<file path="src/rtl/core/mfl_pkg.sv">
// Shared types, codes and template tables for the mailbox From-line check.
`timescale 1ns / 1ps
package mfl_pkg;

   typedef struct packed {
      logic [7:0] char_in;
      logic       line_end;
   } req_type;

   typedef struct packed {
      logic       is_header;
      logic [1:0] verdict_code;
   } rsp_type;

   typedef enum logic [1:0] {
      VERDICT_HEADER    = 2'd0,
      VERDICT_NO_PREFIX = 2'd1,
      VERDICT_MISSING   = 2'd2,
      VERDICT_BAD_DATE  = 2'd3
   } verdict_type;

   typedef enum logic [7:0] {
      PH_PREFIX  = 8'b0000_0001,
      PH_BLANK1  = 8'b0000_0010,
      PH_SENDER  = 8'b0000_0100,
      PH_BLANK2  = 8'b0000_1000,
      PH_TTYCHK  = 8'b0001_0000,
      PH_TTYWORD = 8'b0010_0000,
      PH_BLANK3  = 8'b0100_0000,
      PH_DATE    = 8'b1000_0000
   } phase_type;

   typedef enum logic [2:0] {
      CLS_NONE  = 3'd0,
      CLS_LOWER = 3'd1,
      CLS_SPACE = 3'd2,
      CLS_DIGIT = 3'd3,
      CLS_OPT   = 3'd4,
      CLS_COLON = 3'd5,
      CLS_UPPER = 3'd6
   } class_type;

   localparam int PLAIN_LEN = 24;
   localparam int ZONED_LEN = 28;
   localparam int PREFIX_LEN = 5;

   localparam logic [7:0] CHAR_TAB   = 8'h09;
   localparam logic [7:0] CHAR_SPACE = 8'h20;
   localparam logic [7:0] CHAR_QUOTE = 8'h22;
   localparam logic [7:0] CHAR_COLON = 8'h3a;
   localparam logic [7:0] CHAR_T     = 8'h74;
   localparam logic [7:0] CHAR_Y     = 8'h79;

   // Expected character of "From " at each position
   function automatic logic [7:0] prefix_char(input logic [2:0] idx);
      logic [7:0] ch;
      unique case (idx)
         3'd0:    ch = 8'h46;
         3'd1:    ch = 8'h72;
         3'd2:    ch = 8'h6f;
         3'd3:    ch = 8'h6d;
         3'd4:    ch = CHAR_SPACE;
         default: ch = 8'h00;
      endcase
      return ch;
   endfunction

   // Shared head of both date templates: "Www Mmm dd hh:mm:ss "
   function automatic class_type head_class(input logic [4:0] idx);
      class_type cls;
      unique case (idx)
         5'd0, 5'd4:                      cls = CLS_UPPER;
         5'd1, 5'd2, 5'd5, 5'd6:          cls = CLS_LOWER;
         5'd3, 5'd7, 5'd10, 5'd19:        cls = CLS_SPACE;
         5'd8:                            cls = CLS_OPT;
         5'd9, 5'd11, 5'd12, 5'd14,
         5'd15, 5'd17, 5'd18:             cls = CLS_DIGIT;
         5'd13, 5'd16:                    cls = CLS_COLON;
         default:                         cls = CLS_NONE;
      endcase
      return cls;
   endfunction

   function automatic class_type plain_class(input logic [4:0] idx);
      class_type cls;
      if (idx < 5'd20) begin
         cls = head_class(idx);
      end else if (idx < 5'(PLAIN_LEN)) begin
         cls = CLS_DIGIT;
      end else begin
         cls = CLS_NONE;
      end
      return cls;
   endfunction

   function automatic class_type zoned_class(input logic [4:0] idx);
      class_type cls;
      if (idx < 5'd20) begin
         cls = head_class(idx);
      end else if (idx < 5'd23) begin
         cls = CLS_UPPER;
      end else if (idx == 5'd23) begin
         cls = CLS_SPACE;
      end else if (idx < 5'(ZONED_LEN)) begin
         cls = CLS_DIGIT;
      end else begin
         cls = CLS_NONE;
      end
      return cls;
   endfunction

   function automatic logic is_blank(input logic [7:0] ch);
      return (ch == CHAR_SPACE) || (ch == CHAR_TAB);
   endfunction

endpackage

</file>
<file path="src/rtl/core/mfl_date_match.sv">
// Checks one date character against both ctime templates at its position.
`timescale 1ns / 1ps
module mfl_date_match
   import mfl_pkg::*;
(
   input  logic [4:0] date_idx,
   input  logic [7:0] char_in,
   output logic       plain_hit,
   output logic       zoned_hit
);

   logic is_lower;
   logic is_upper;
   logic is_digit;

   assign is_lower = (char_in >= 8'h61) && (char_in <= 8'h7a);
   assign is_upper = (char_in >= 8'h41) && (char_in <= 8'h5a);
   assign is_digit = (char_in >= 8'h30) && (char_in <= 8'h39);

   function automatic logic class_hit(input class_type cls, input logic lo, input logic up,
                                      input logic dg, input logic [7:0] ch);
      logic hit;
      unique case (cls)
         CLS_LOWER: hit = lo;
         CLS_UPPER: hit = up;
         CLS_SPACE: hit = (ch == CHAR_SPACE);
         CLS_DIGIT: hit = dg;
         CLS_OPT:   hit = dg || (ch == CHAR_SPACE);
         CLS_COLON: hit = (ch == CHAR_COLON);
         default:   hit = 1'b0;
      endcase
      return hit;
   endfunction

   assign plain_hit = class_hit(plain_class(date_idx), is_lower, is_upper, is_digit, char_in);
   assign zoned_hit = class_hit(zoned_class(date_idx), is_lower, is_upper, is_digit, char_in);

endmodule

</file>
<file path="src/rtl/core/mfl_parser.sv">
// Line parser state: advances once per character and forms the verdict at line end.
`timescale 1ns / 1ps
module mfl_parser
   import mfl_pkg::*;
(
   input  logic    clock,
   input  logic    reset,
   input  logic    step,
   input  req_type item,
   output rsp_type verdict
);

   phase_type  phase_ff,      phase_in;
   logic [2:0] prefix_idx_ff, prefix_idx_in;
   logic       quote_ff,      quote_in;
   logic [1:0] tty_idx_ff,    tty_idx_in;
   logic [4:0] date_idx_ff,   date_idx_in;
   logic       plain_ok_ff,   plain_ok_in;
   logic       zoned_ok_ff,   zoned_ok_in;
   logic       ended_ff,      ended_in;
   logic       pfail_ff,      pfail_in;

   logic        plain_hit;
   logic        zoned_hit;
   logic        feed;
   logic [7:0]  ch;
   verdict_type code;

   assign ch = item.char_in;

   mfl_date_match u_date_match (
      .date_idx  (date_idx_ff),
      .char_in   (ch),
      .plain_hit (plain_hit),
      .zoned_hit (zoned_hit)
   );

   always_comb begin
      priority if (pfail_ff || (phase_ff == PH_PREFIX)) begin
         code = VERDICT_NO_PREFIX;
      end else if (phase_ff == PH_TTYCHK) begin
         code = VERDICT_BAD_DATE;
      end else if (phase_ff == PH_DATE) begin
         code = ((plain_ok_ff && (date_idx_ff == 5'(PLAIN_LEN))) ||
                 (zoned_ok_ff && (date_idx_ff == 5'(ZONED_LEN)))) ?
                VERDICT_HEADER : VERDICT_BAD_DATE;
      end else begin
         code = VERDICT_MISSING;
      end
   end

   assign verdict.is_header    = (code == VERDICT_HEADER);
   assign verdict.verdict_code = code;

   always_comb begin
      phase_in      = phase_ff;
      prefix_idx_in = prefix_idx_ff;
      quote_in      = quote_ff;
      tty_idx_in    = tty_idx_ff;
      date_idx_in   = date_idx_ff;
      plain_ok_in   = plain_ok_ff;
      zoned_ok_in   = zoned_ok_ff;
      ended_in      = ended_ff;
      pfail_in      = pfail_ff;
      feed          = 1'b0;

      priority if (item.line_end) begin
         phase_in      = PH_PREFIX;
         prefix_idx_in = '0;
         quote_in      = 1'b0;
         tty_idx_in    = '0;
         date_idx_in   = '0;
         plain_ok_in   = 1'b1;
         zoned_ok_in   = 1'b1;
         ended_in      = 1'b0;
         pfail_in      = 1'b0;
      end else if (ended_ff || pfail_ff) begin
         // drop everything up to the line end
      end else if (ch == 8'h00) begin
         ended_in = 1'b1;
      end else begin
         unique case (phase_ff)
            PH_PREFIX: begin
               if (ch == prefix_char(prefix_idx_ff)) begin
                  prefix_idx_in = prefix_idx_ff + 3'd1;
                  if (prefix_idx_ff == 3'(PREFIX_LEN - 1)) begin
                     phase_in = PH_BLANK1;
                  end
               end else begin
                  pfail_in = 1'b1;
               end
            end
            PH_BLANK1, PH_SENDER, PH_TTYWORD: begin
               // a blank outside quotes closes the word
               if (phase_ff == PH_BLANK1 && is_blank(ch)) begin
                  phase_in = PH_BLANK1;
               end else if (quote_ff) begin
                  phase_in = (phase_ff == PH_BLANK1) ? PH_SENDER : phase_ff;
                  if (ch == CHAR_QUOTE) begin
                     quote_in = 1'b0;
                  end
               end else if (is_blank(ch)) begin
                  phase_in = (phase_ff == PH_TTYWORD) ? PH_BLANK3 : PH_BLANK2;
               end else begin
                  phase_in = (phase_ff == PH_BLANK1) ? PH_SENDER : phase_ff;
                  if (ch == CHAR_QUOTE) begin
                     quote_in = 1'b1;
                  end
               end
            end
            PH_BLANK2: begin
               if (!is_blank(ch)) begin
                  if (ch == CHAR_T) begin
                     phase_in   = PH_TTYCHK;
                     tty_idx_in = 2'd1;
                  end else begin
                     phase_in = PH_DATE;
                     feed     = 1'b1;
                  end
               end
            end
            PH_TTYCHK: begin
               if (tty_idx_ff == 2'd1 && ch == CHAR_T) begin
                  tty_idx_in = 2'd2;
               end else if (tty_idx_ff == 2'd2 && ch == CHAR_Y) begin
                  tty_idx_in = 2'd3;
                  phase_in   = PH_TTYWORD;
               end else begin
                  phase_in    = PH_DATE;
                  plain_ok_in = 1'b0;
                  zoned_ok_in = 1'b0;
               end
            end
            PH_BLANK3: begin
               if (!is_blank(ch)) begin
                  phase_in = PH_DATE;
                  feed     = 1'b1;
               end
            end
            PH_DATE: begin
               feed = 1'b1;
            end
            default: begin
               phase_in    = PH_DATE;
               plain_ok_in = 1'b0;
               zoned_ok_in = 1'b0;
            end
         endcase
      end

      if (feed) begin
         plain_ok_in = plain_ok_ff & plain_hit;
         zoned_ok_in = zoned_ok_ff & zoned_hit;
         if (date_idx_ff != 5'd31) begin
            date_idx_in = date_idx_ff + 5'd1;
         end
      end
   end

   always_ff @(posedge clock) begin
      if (reset) begin
         phase_ff      <= PH_PREFIX;
         prefix_idx_ff <= '0;
         quote_ff      <= 1'b0;
         tty_idx_ff    <= '0;
         date_idx_ff   <= '0;
         plain_ok_ff   <= 1'b1;
         zoned_ok_ff   <= 1'b1;
         ended_ff      <= 1'b0;
         pfail_ff      <= 1'b0;
      end else if (step) begin
         phase_ff      <= phase_in;
         prefix_idx_ff <= prefix_idx_in;
         quote_ff      <= quote_in;
         tty_idx_ff    <= tty_idx_in;
         date_idx_ff   <= date_idx_in;
         plain_ok_ff   <= plain_ok_in;
         zoned_ok_ff   <= zoned_ok_in;
         ended_ff      <= ended_in;
         pfail_ff      <= pfail_in;
      end
   end

endmodule

</file>
<file path="src/rtl/core/mailbox_from_line_check_top.sv">
// Top level of the mailbox From-line check: input register, parser, result register.
//
//   channel   direction  handshake            payload
//   req_      in         req_valid/req_stall  req_type (char_in, line_end)
//   rsp_      out        rsp_valid/rsp_stall  rsp_type (is_header, verdict_code)
//
// One char per cycle unless stalled; a verdict shows the cycle after its line end is taken.
// The parser state register updates once per transaction and limits the rate to one.
// Synchronous reset clears the parser to the start of a line and empties both registers.
// A stalled verdict holds the line end in the input register; other characters keep moving.
`timescale 1ns / 1ps
module mailbox_from_line_check_top
   import mfl_pkg::*;
(
   input  logic    clock,
   input  logic    reset,
   input  logic    req_valid,
   output logic    req_stall,
   input  req_type req_payload,
   output logic    rsp_valid,
   input  logic    rsp_stall,
   output rsp_type rsp_payload
);

   logic    in_valid_ff, in_valid_in;
   req_type in_item_ff;
   logic    out_valid_ff, out_valid_in;
   rsp_type out_item_ff;

   logic    out_free;
   logic    advance;
   rsp_type verdict;

   assign out_free  = !out_valid_ff || !rsp_stall;
   assign advance   = in_valid_ff && (!in_item_ff.line_end || out_free);
   assign req_stall = in_valid_ff && !advance;

   mfl_parser u_parser (
      .clock   (clock),
      .reset   (reset),
      .step    (advance),
      .item    (in_item_ff),
      .verdict (verdict)
   );

   always_comb begin
      in_valid_in = in_valid_ff;
      if (req_valid && !req_stall) begin
         in_valid_in = 1'b1;
      end else if (advance) begin
         in_valid_in = 1'b0;
      end
      out_valid_in = out_valid_ff;
      if (advance && in_item_ff.line_end) begin
         out_valid_in = 1'b1;
      end else if (!rsp_stall) begin
         out_valid_in = 1'b0;
      end
   end

   always_ff @(posedge clock) begin
      if (reset) begin
         in_valid_ff  <= 1'b0;
         out_valid_ff <= 1'b0;
      end else begin
         in_valid_ff  <= in_valid_in;
         out_valid_ff <= out_valid_in;
      end
   end

   always_ff @(posedge clock) begin
      if (req_valid && !req_stall) begin
         in_item_ff <= req_payload;
      end
      if (advance && in_item_ff.line_end) begin
         out_item_ff <= verdict;
      end
   end

   assign rsp_valid   = out_valid_ff;
   assign rsp_payload = out_item_ff;

   a_verdict_shown: assert property (@(posedge clock) disable iff (reset)
      (advance && in_item_ff.line_end) |=> rsp_valid)
      else $error("line end taken but no verdict presented");

   a_header_flag: assert property (@(posedge clock) disable iff (reset)
      rsp_valid |-> (rsp_payload.is_header == (rsp_payload.verdict_code == VERDICT_HEADER)))
      else $error("header flag disagrees with verdict code");

   a_stall_cause: assert property (@(posedge clock) disable iff (reset)
      req_stall |-> (in_item_ff.line_end && rsp_valid && rsp_stall))
      else $error("input stalled without a blocked verdict");

   a_no_overwrite: assert property (@(posedge clock) disable iff (reset)
      (rsp_valid && rsp_stall) |=> (rsp_valid && $stable(rsp_payload)))
      else $error("pending verdict overwritten");

endmodule

</file>
<file path="config.mk">
export PLATFORM = sky130hd
export DESIGN_NAME = mailbox_from_line_check_top
export DESIGN_NICKNAME = d
export VERILOG_FILES = /design/src/rtl/core/mfl_pkg.sv /design/src/rtl/core/mfl_date_match.sv /design/src/rtl/core/mfl_parser.sv /design/src/rtl/core/mailbox_from_line_check_top.sv
export SDC_FILE = /design/constraint.sdc
export NUM_CORES = 1
export LEC_CHECK = 0
export ABC_CLOCK_PERIOD_IN_PS = 3400
export BUFFER_PORTS_ARGS = -buffer_cell sky130_fd_sc_hd__buf_4
export CAP_MARGIN = 20
export CORE_ASPECT_RATIO = 1.75
export CORE_MARGIN = 4
export CORE_UTILIZATION = 43
export CTS_CLUSTER_SIZE = 12
export DETAILED_ROUTE_END_ITERATION = 16
export PLACE_DENSITY = 0.68
export SYNTH_ARGS = -nofsm -noshare
export SYNTH_HDL_FRONTEND = slang
export SYNTH_HIERARCHICAL = 1
export SYNTH_SLANG_ARGS = --single-unit
</file>
<file path="constraint.sdc">
create_clock -name clock -period 3.4 [get_ports clock]
set_clock_uncertainty 0.05 [all_clocks]
set_input_delay 0.51 -clock clock [delete_from_list [all_inputs] [get_ports clock]]
set_output_delay 0.51 -clock clock [all_outputs]
set_load 0.03 [all_outputs]
</file>
==> results.cfg, run 1 <==
[sta]
setup_violations = 0
fin_setup_tns_ns = 0
hold_viol_final = 0
rsz0062_at_grt = no
tightest_slew_ns = 0.607
min_period_ns = 2.70
finalCritPeriodShare_pct = 79.3
fmax_mhz = 371
relSlewSlack_pct = 59.2
slew_viol_final = 0

[logic_synthesis]
syn_avg_cell_area_sq_um = 8.75
yosys.area.top_type = dfxtp_1
yosys_warnings = 6
syn-cell-area_sq_um = 2950
synth_edf_count = 12
async_flop_share_pct = 0
synthCells = 337
ys_ff_latch = 37
ys.flop_type = dfxtp_1
ys_seq_area_share_pct = 29.2
yosysUniqueCellTypes = 79
synthDominantCellAreaShare_pct = 17.0
synth_nets = 364
netlist_top_cells_area = dfxtp_1 17%, edfxtp_1 12%, ha_1 5.9%, a21oi_1 3.6%, nor2_1 3.1%

[route]
avgRoutedWirePerCell_um = 17.2
vias_per_cell = 6.21
num_vias = 2690
drt_iter0_drc = 155
drc_errors = 0
drt_wl_total_um = 7430
route.antenna.remaining_nets = 0
firstDrtPassIters = 4

[flow_run]
drv_cap = 0

[pwr]
p_int_uw = 859
ir_worst_vdd_mv = 0.301
sw_frac_of_total_pct = 23.7
total_power_uw = 1120
p_leak_uw = 0.00121
clkPwrFrac_pct = 48.0
pwr-share-seq_pct = 43.4
pwr-share-comb_pct = 8.6
p_per_area_nw_per_um2 = 342
switching_power_uw = 266

[clock_tree]
post_cts_buffers = 0
cts_buffers = 5
clock_latency_ns = 0.29
cts_resized = 0
tritoncts = done
cts.sinks = 37
cts_max_path_buffers = 2
cts-root-buf = clkbuf_16
postCtsHoldBufs = 0
clkTransAtPathRegs_ns = 0.06
h-tree-depth = 2

[floorplan]
die_w_um = 70.6
core_sq_um = 6590
ios = 18
initial_utilization_pct = 44.7
die_y_um = 118
rows = 39
die_area_sq_um = 8300

[grt]
grt_start_max_net_pins = 26
overflow = 0
antenna_found_initial = 0
grt_pass1_vias = 2657
grt_pass1_wl_um = 12600
track_usage_pct = 18.6

[finish]
area_growth_syn_to_layout_pct = 11.5
nFillCells = 640
final_cell_mix = 25 x dfxtp_1, 24 x nor2_1, 21 x a21oi_1, 21 x inv_1, 19 x buf_4
num_antenna_cells = 0
layout_commonest_cell = dfxtp_1
drive_gt1_share_pct = 15.1
final_nets = 377

[place]
port_buffers = 17
globalplace.congestion = 0.845
place.detailed.hpwl_um = 5380

[status]
status = complete, no violations

[worst_setup_path]
criticalPathCategory = reg -> reg
crit_path_start_kind = flip-flop
worst-path-max-fanout = 11
worstPathArrival_ns = 2.87
reg2reg_slack_ns = 0.70
required_ns = 3.57
cp-end-kind = flip-flop

[worst_hold_path]
hold_path.class = in -> reg
state kept, by name (all words and copies together) (netlist names):
name	flops
in_item_ff	9
in_valid_ff	1
rsp_payload	3
rsp_valid	1
u_parser/date_idx_ff	5
u_parser/ended_ff	1
u_parser/pfail_ff	1
u_parser/phase_ff	8
u_parser/plain_ok_ff	1
u_parser/prefix_idx_ff	3
u_parser/quote_ff	1
u_parser/tty_idx_ff	2
u_parser/zoned_ok_ff	1
Yosys cell counts, types with 4 or more instances:
cell,n
dfxtp_1,25
nor2_1,24
a21oi_1,21
inv_1,21
nand2_1,16
ha_1,14
edfxtp_1,12
nand2b_1,12
nand4b_1,9
a31oi_1,8
nor2b_1,8
o21ai_0,8
and4b_1,7
nand3_1,7
nor3_1,7
mux2i_1,6
nor3b_1,6
a32oi_1,5
clkbuf_1,5
o211ai_1,5
o311ai_1,5
or3_1,5
or4_1,5
a21o_1,4
nand4_1,4
nor4_1,4
power by group through the flow:
| stage | clock network [uW] | logic [uW] | registers [uW] |
|---|---|---|---|
| floorplan | 0 | 68.4 | 492 |
| global placement | 0 | 94.2 | 497 |
| detailed placement | 0 | 95.9 | 498 |
| CTS | 552 | 96.1 | 488 |
| global route | 569 | 107 | 491 |
| finish | 540 | 96.6 | 488 |
layer usage:
metal  vias to the layer above  routed length (um)  track usage [%]
li1                       1331                   -                -
met1                      1293                2900             19.8
met2                        55                4140             34.2
met3                        11                 210             3.25
met4                         0                 182             9.18
met5                         -                   0                0
final cells by class:
class	count	area, sq um	area share [%]
clock buffers	5	125	3.81
clock inverters	3	45.0	1.37
inverters	21	78.8	2.40
multi-input cells	266	1930	58.8
flip-flops and latches	37	861	26.2
well taps	82	103	3.12
repair buffers	19	143	4.34
kinds of logic after synthesis:
family                     after synthesis  share of synthesized area, %
and+or+nand+nor                        149                          33.1
AOI/OAI and AO/OA                       92                          22.8
DFF                                     37                          29.2
buffers and inverters                   34                          5.22
adders and majority gates               15                          6.28
muxes                                    8                          2.80
xor gates and xnor gates                 2                         0.594
through the flow:
| step | setup slack (ns) | hold WS, ns | std cells | utilization [%] | area (sq um) |
|---|---|---|---|---|---|
| after floorplan | 1.05 | 0.399 | 337 | - | 2950 |
| after global placement | 0.813 | 0.421 | 425 | 47.3 | 3120 |
| after detailed placement | 0.722 | 0.431 | 425 | 47.3 | 3120 |
| after CTS | 0.707 | 0.340 | 433 | 49.9 | 3290 |
| after global routing | 0.413 | 0.340 | 433 | 49.9 | 3290 |
| final | 0.704 | 0.345 | 433 | 49.9 | 3290 |
worst max-delay path: stages (launching register included):
cell      delay [ns]
dfxtp_1         0.52
inv_1           0.14
ha_1            0.29
nor3b_1         0.31
nor3_1          0.12
a211oi_2        0.25
nand4_1         0.27
or4_1           0.54
a21oi_1         0.15
worst paths after layout:
check	end	cells past startpoint	from
worst max-delay path	u_parser/prefix_idx_ff[0]	8	u_parser/prefix_idx_ff[2]
worst min-delay path	in_item_ff[0]	1	req_payload[0]
worst max register to register	u_parser/prefix_idx_ff[0]	8	u_parser/prefix_idx_ff[2]
worst min register to register	u_parser/ended_ff	2	u_parser/ended_ff
No activity file was read; power rests on OpenSTA's default activity.
==> inputs of run 2 (changes only) <==
--- a/config.mk
+++ b/config.mk
@@ -5,7 +5,7 @@
 export SDC_FILE = /design/constraint.sdc
 export NUM_CORES = 1
 export LEC_CHECK = 0
-export ABC_CLOCK_PERIOD_IN_PS = 3400
+export ABC_CLOCK_PERIOD_IN_PS = 2300
 export BUFFER_PORTS_ARGS = -buffer_cell sky130_fd_sc_hd__buf_4
 export CAP_MARGIN = 20
 export CORE_ASPECT_RATIO = 1.75
@@ -13,7 +13,7 @@
 export CORE_UTILIZATION = 43
 export CTS_CLUSTER_SIZE = 12
 export DETAILED_ROUTE_END_ITERATION = 16
-export PLACE_DENSITY = 0.68
+export PLACE_DENSITY = 0.7
 export SYNTH_ARGS = -nofsm -noshare
 export SYNTH_HDL_FRONTEND = slang
 export SYNTH_HIERARCHICAL = 1
==> constraint.sdc (replaced) <==
create_clock -name clock -period 2.3 [get_ports clock]
set_clock_uncertainty 0.05 [all_clocks]
set_input_delay 0.345 -clock clock [delete_from_list [all_inputs] [get_ports clock]]
set_output_delay 0.345 -clock clock [all_outputs]
set_load 0.03 [all_outputs]
==> run 2 against run 1 <==
Against the previous run:
- the run now ends with setup timing left
- clock power rose by 25%
- worst hold slack lost 0.17 ns
- largest power group is now sequential cells
- highest routed layer unchanged
- wire length up 14%
- maximum frequency up 14%
- die area stayed put
- final cell count rose by 11%
==> results.cfg, run 2 (synthesis results as in run 1) <==
[sta]
slew_viol_final = 0
tightest_slew_ns = 0.608
fmax_mhz = 423
relSlewSlack_pct = 59.5
hold_slack_ns = 0.179
min_period_ns = 2.37
finalCritPeriodShare_pct = 103
hold_viol_final = 0
finalWorstSetupSlack_ns = -0.0661
rsz0062_at_grt = yes
setup_violations = 5

[clock_tree]
cts_max_path_buffers = 2
h-tree-depth = 2
cts_buffers = 5
clkTransAtPathRegs_ns = 0.06
clock_latency_ns = 0.29
cts-root-buf = clkbuf_16
cts.sinks = 37
tritoncts = done

[floorplan]
die_w_um = 70.6
rows = 39
die_y_um = 118
initial_utilization_pct = 44.7
ios = 18
core_sq_um = 6590
die_area_sq_um = 8300

[worst_setup_path]
cp-end-kind = flip-flop
worstPathArrival_ns = 2.54
required_ns = 2.47
reg2reg_slack_ns = -0.07
crit_path_start_kind = flip-flop
path_common_cell = ha_4
cp_top_family = simple AND/OR/NAND/NOR gates
crit_buf_inv = 1
criticalPathCategory = reg -> reg
worst-path-max-fanout = 6
slowest_delay_ns = 0.48
crit_path_cell_trace = ha_4 > ha_4 > nor3b_4 > o21a_1 > a211oi_2 > nand4_1 > buf_4 > or4_4 > a21oi_2
critPathSlowestCell = or4_4

[finish]
largest_reg_flops = 9
nFillCells = 596
reg_top3 = in_item_ff: 9 flops, u_parser/phase_ff: 8 flops, u_parser/date_idx_ff: 5 flops
drive_gt1_share_pct = 34.1
largest_register = in_item_ff
fin_util_pct = 58.7
final_nets = 425
area_growth_syn_to_layout_pct = 31.2
num_antenna_cells = 0
layout_commonest_cell = buf_4
final_cell_mix = 63 x buf_4, 23 x nor2_1, 19 x inv_1, 19 x dfxtp_1, 17 x a21oi_1

[pwr]
p_int_uw = 1170
switching_power_uw = 399
ir_worst_vdd_mv = 0.491
sw_frac_of_total_pct = 25.4
p_per_area_nw_per_um2 = 407
pwr-share-seq_pct = 44.8
p_leak_uw = 0.00149
clkPwrFrac_pct = 42.7
pwr-share-comb_pct = 12.5

[grt]
grt_start_max_net_pins = 26
overflow = 0
grt_pass1_vias = 2884
track_usage_pct = 19.9
antenna_found_initial = 0
grt_pass1_wl_um = 13500

[status]
status = finished, violations left
violations = setup timing

[route]
vias_per_cell = 6.22
num_vias = 2993
avgRoutedWirePerCell_um = 17.6
route.antenna.remaining_nets = 0
drt_iter0_drc = 135
drt_wl_total_um = 8490
drc_errors = 0
firstDrtPassIters = 5

[worst_hold_path]
hold_path.class = in -> reg

[place]
globalplace.congestion = 0.903
place.detailed.hpwl_um = 6030
port_buffers = 17

[flow_run]
drv_cap = 0
-- run 2: changes by cell type in the layout (fill, tap and decap cells not counted), moves of 4 or more --
| cell | previous run | this run |
|---|---|---|
| a21oi_1 | 21 | 17 |
| a21oi_2 | 0 | 4 |
| buf_4 | 19 | 63 |
| dfxtp_1 | 25 | 19 |
| dfxtp_2 | 0 | 4 |
| ha_1 | 14 | 9 |
| ha_4 | 0 | 5 |
| nor3_1 | 7 | 3 |
| nor3_2 | 0 | 4 |
-- run 2: worst paths after layout --
kind,from,to,depth (start not counted)
worst max register to register,u_parser/prefix_idx_ff[0],u_parser/prefix_idx_ff[1],9
worst min register to register,u_parser/tty_idx_ff[1],u_parser/tty_idx_ff[1],2
worst min-delay path,req_payload[7],in_item_ff[7],1
worst max-delay path,u_parser/prefix_idx_ff[0],u_parser/prefix_idx_ff[1],9
-- run 2: layer usage --
metal	vias to the layer above	wire (um)	track usage, %
met2	66	4890	39.1
met4	0	201	7.76
met3	18	304	3.16
met5	-	0	0
met1	1479	3090	19.9
li1	1430	-	-
-- run 2: power groups by stage --
stage / Sequential, uW / Clock (uW) / Combinational (uW)
floorplan: 727 / 0 / 101
global placement: 720 / 0 / 172
detailed placement: 721 / 0 / 177
CTS: 707 / 681 / 178
global route: 706 / 709 / 213
finish: 704 / 673 / 197
-- run 2: area by class of cell --
type | count | area, sq um | share of cell area [%]
Multi-Input combinational cell | 266 | 2150 | 55.6
Sequential cell | 37 | 873 | 22.6
Timing Repair Buffer | 67 | 520 | 13.5
Clock buffer | 6 | 129 | 3.33
Tap cell | 82 | 103 | 2.65
Inverter | 21 | 81.3 | 2.10
Clock inverter | 2 | 10.0 | 0.259
-- run 2: worst register-to-register path, stage by stage, from the launching register on --
cell and delay, ns:
dfxtp_4 0.40, ha_4 0.15, ha_4 0.19, nor3b_4 0.07, o21a_1 0.20, a211oi_2 0.26
nand4_1 0.19, buf_4 0.20, or4_4 0.48, a21oi_2 0.13
-- run 2: per-stage QoR --
stage	setup slack [ns]	instances	instance area (sq um)	total power, uW	TNS (ns)
after floorplan	0.0421	337	2950	828	0
after global routing	-0.194	481	3870	1630	-0.805
after CTS	-0.0289	471	3620	1570	-0.0294
final	-0.0661	481	3870	1570	-0.152
after global placement	-0.0155	461	3410	892	-0.0155
after detailed placement	-0.189	461	3410	897	-0.544
-- run 2: what timing repair did --
action / in CTS / in global routing
gates resized for setup: 14 / 38
hold buffers: 0 / 0
cloned: 0 / 0
pin swaps: 6 / 17
setup endpoints to repair: 10 / 19
setup buffers: 2 / 10
hold endpoints to repair: 0 / 0
==> inputs of run 3 (changes only) <==
--- a/config.mk
+++ b/config.mk
@@ -14,6 +14,7 @@
 export CTS_CLUSTER_SIZE = 12
 export DETAILED_ROUTE_END_ITERATION = 16
 export PLACE_DENSITY = 0.7
+export SKIP_LAST_GASP = 1
 export SYNTH_ARGS = -nofsm -noshare
 export SYNTH_HDL_FRONTEND = slang
 export SYNTH_HIERARCHICAL = 1
==> run 3 against run 2 <==
Against the previous run:
- the run still ends with setup timing left
- final cell count is 0.42% higher
- non-clock buffer count grew 2
- sequential power about the same
- register-to-register slack got worse by 0.06 ns
- global-route usage up 0.052 points
- worst hold slack improved by 0.0021 ns
- first-iteration DRC count is the same
- final area shrank 1.5%
- worst setup slack worse by 0.065 ns
- power decreased by 0.65%
- critical path type unchanged
- critical endpoint is now u_parser/prefix_idx_ff[2]
- highest routed layer unchanged
==> results.cfg, run 3 (synthesis results as in run 1) <==
[worst_setup_path]
reg2reg_slack_ns = -0.13
worstPathArrival_ns = 2.55
path_common_cell = buf_4
required_ns = 2.42
criticalPathCategory = reg -> reg
worstRegToRegCells = 11
rr_endpoint = u_parser/prefix_idx_ff[2]
crit_end = u_parser/prefix_idx_ff[2]
worst-path-max-fanout = 6
crit_path_start_kind = flip-flop
slowest_delay_ns = 0.37
cp-end-kind = flip-flop
crit_start = u_parser/prefix_idx_ff[1]
crit_path_cell_trace = ha_4 > ha_4 > nor4_4 > nor3_2 > a211oi_2 > nand4_1 > buf_4 > buf_4 > buf_4 > o211ai_1 > a21oi_2
cp_top_family = simple AND/OR/NAND/NOR gates
r2r_start = u_parser/prefix_idx_ff[1]
critPathSlowestCell = dfxtp_4
crit_buf_inv = 3
crit_cells = 11

[route]
drc_errors = 0
num_vias = 2982
drt_wl_total_um = 8360
avgRoutedWirePerCell_um = 17.3
firstDrtPassIters = 4
drt_iter0_drc = 135
route.antenna.remaining_nets = 0
vias_per_cell = 6.17

[sta]
fin_setup_tns_ns = -0.283
slew_viol_final = 0
finalCritPeriodShare_pct = 106
setup_violations = 5
rsz0062_at_grt = yes
fmax_mhz = 411
relSlewSlack_pct = 59.0
hold_viol_final = 0
tightest_slew_ns = 0.615
finalWorstSetupSlack_ns = -0.131
min_period_ns = 2.43

[grt]
overflow = 0
grt_start_max_net_pins = 26
track_usage_pct = 19.9
grt_pass1_vias = 2893
antenna_found_initial = 0
grt_pass1_wl_um = 13500

[floorplan]
die_w_um = 70.6
ios = 18
initial_utilization_pct = 44.7
die_y_um = 118
core_sq_um = 6590
rows = 39
die_area_sq_um = 8300

[worst_hold_path]
worstHoldPathCells = 1
hold_path.class = in -> reg
min_from = req_payload[8]

[clock_tree]
cts_max_path_buffers = 2
tritoncts = done
postCtsHoldBufs = 0
cts_buffers = 5
clock_latency_ns = 0.29
clkTransAtPathRegs_ns = 0.06
h-tree-depth = 2
cts-root-buf = clkbuf_16
cts.sinks = 37

[finish]
num_antenna_cells = 0
layout_commonest_cell = buf_4
final_nets = 427
largest_reg_flops = 9
fin_area_sq_um = 3810
largest_register = in_item_ff
drive_gt1_share_pct = 32.7
fin_util_pct = 57.8
final_cell_mix = 66 x buf_4, 23 x nor2_1, 21 x inv_1
reg_top3 = in_item_ff: 9 flops, u_parser/phase_ff: 8 flops, u_parser/date_idx_ff: 5 flops
area_growth_syn_to_layout_pct = 29.2

[pwr]
p_leak_uw = 0.00148
p_per_area_nw_per_um2 = 411
ir_worst_vdd_mv = 0.472

[place]
place_ws_ns = -0.189
globalplace.congestion = 0.903
place_area_sq_um = 3410
place.detailed.hpwl_um = 6030
port_buffers = 17

[status]
violations = setup timing
status = finished, violations left

[flow_run]
drv_cap = 0
## run 3: cell types whose count changed in the layout (fill, tap and decap cells not counted), sizes merged
cell	before	now
buf	66	68
## run 3: layout make-up
class	instances	area (sq um)
Clock inverter	2	10.0
Clock buffer	6	129
Tap cell	82	103
Sequential cell	37	873
Inverter	21	78.8
Timing Repair Buffer	69	532
Fill cell	600	2780
Multi-Input combinational cell	266	2080
## run 3: worst register-to-register path: stages, from the launching register on
cell	delay (ns)
dfxtp_4	0.37
ha_4	0.16
ha_4	0.18
nor4_4	0.30
nor3_2	0.07
a211oi_2	0.19
nand4_1	0.18
buf_4	0.20
buf_4	0.12
buf_4	0.13
o211ai_1	0.26
a21oi_2	0.09
## run 3: routing by layer
layer	routed length (um)	share of wire [%]	global-route usage, %
met3	265	3.2	3.08
met4	296	3.5	8.12
met1	3060	37	19.8
met5	0	0	0
met2	4750	57	39.3
## run 3: how the worst min path moves through the flow
stage	to	slack (ns)
detailed placement	u_parser/tty_idx_ff[0]	0.43
global route	in_item_ff[0]	0.18
CTS	in_item_ff[8]	0.18
global placement	u_parser/tty_idx_ff[1]	0.42
finish	in_item_ff[8]	0.18
floorplan	in_valid_ff	0.36
## run 3: stage by stage
step           hold WS (ns)  cells  power [uW]
2_1_floorplan         0.364    337         828
3_5_place_dp          0.433    461         897
4_1_cts               0.178    471        1570
5_1_grt               0.176    483        1620
3_3_place_gp          0.422    461         892
6_report              0.181    483        1560
## run 3: report_power, final
part / total [uW] / internal (uW) / switching [uW]
clock network: 665 / 398 / 268
logic: 195 / 86.2 / 108
registers: 704 / 690 / 14.1
total: 1560 / 1170 / 390
## run 3: what timing repair did
| action | in CTS | in global routing |
|---|---|---|
| pin swaps | 6 | 13 |
| resized for setup | 13 | 26 |
| cloned | 0 | 0 |
| endpoints found under the setup margin | 10 | 19 |
| setup buffers | 2 | 12 |
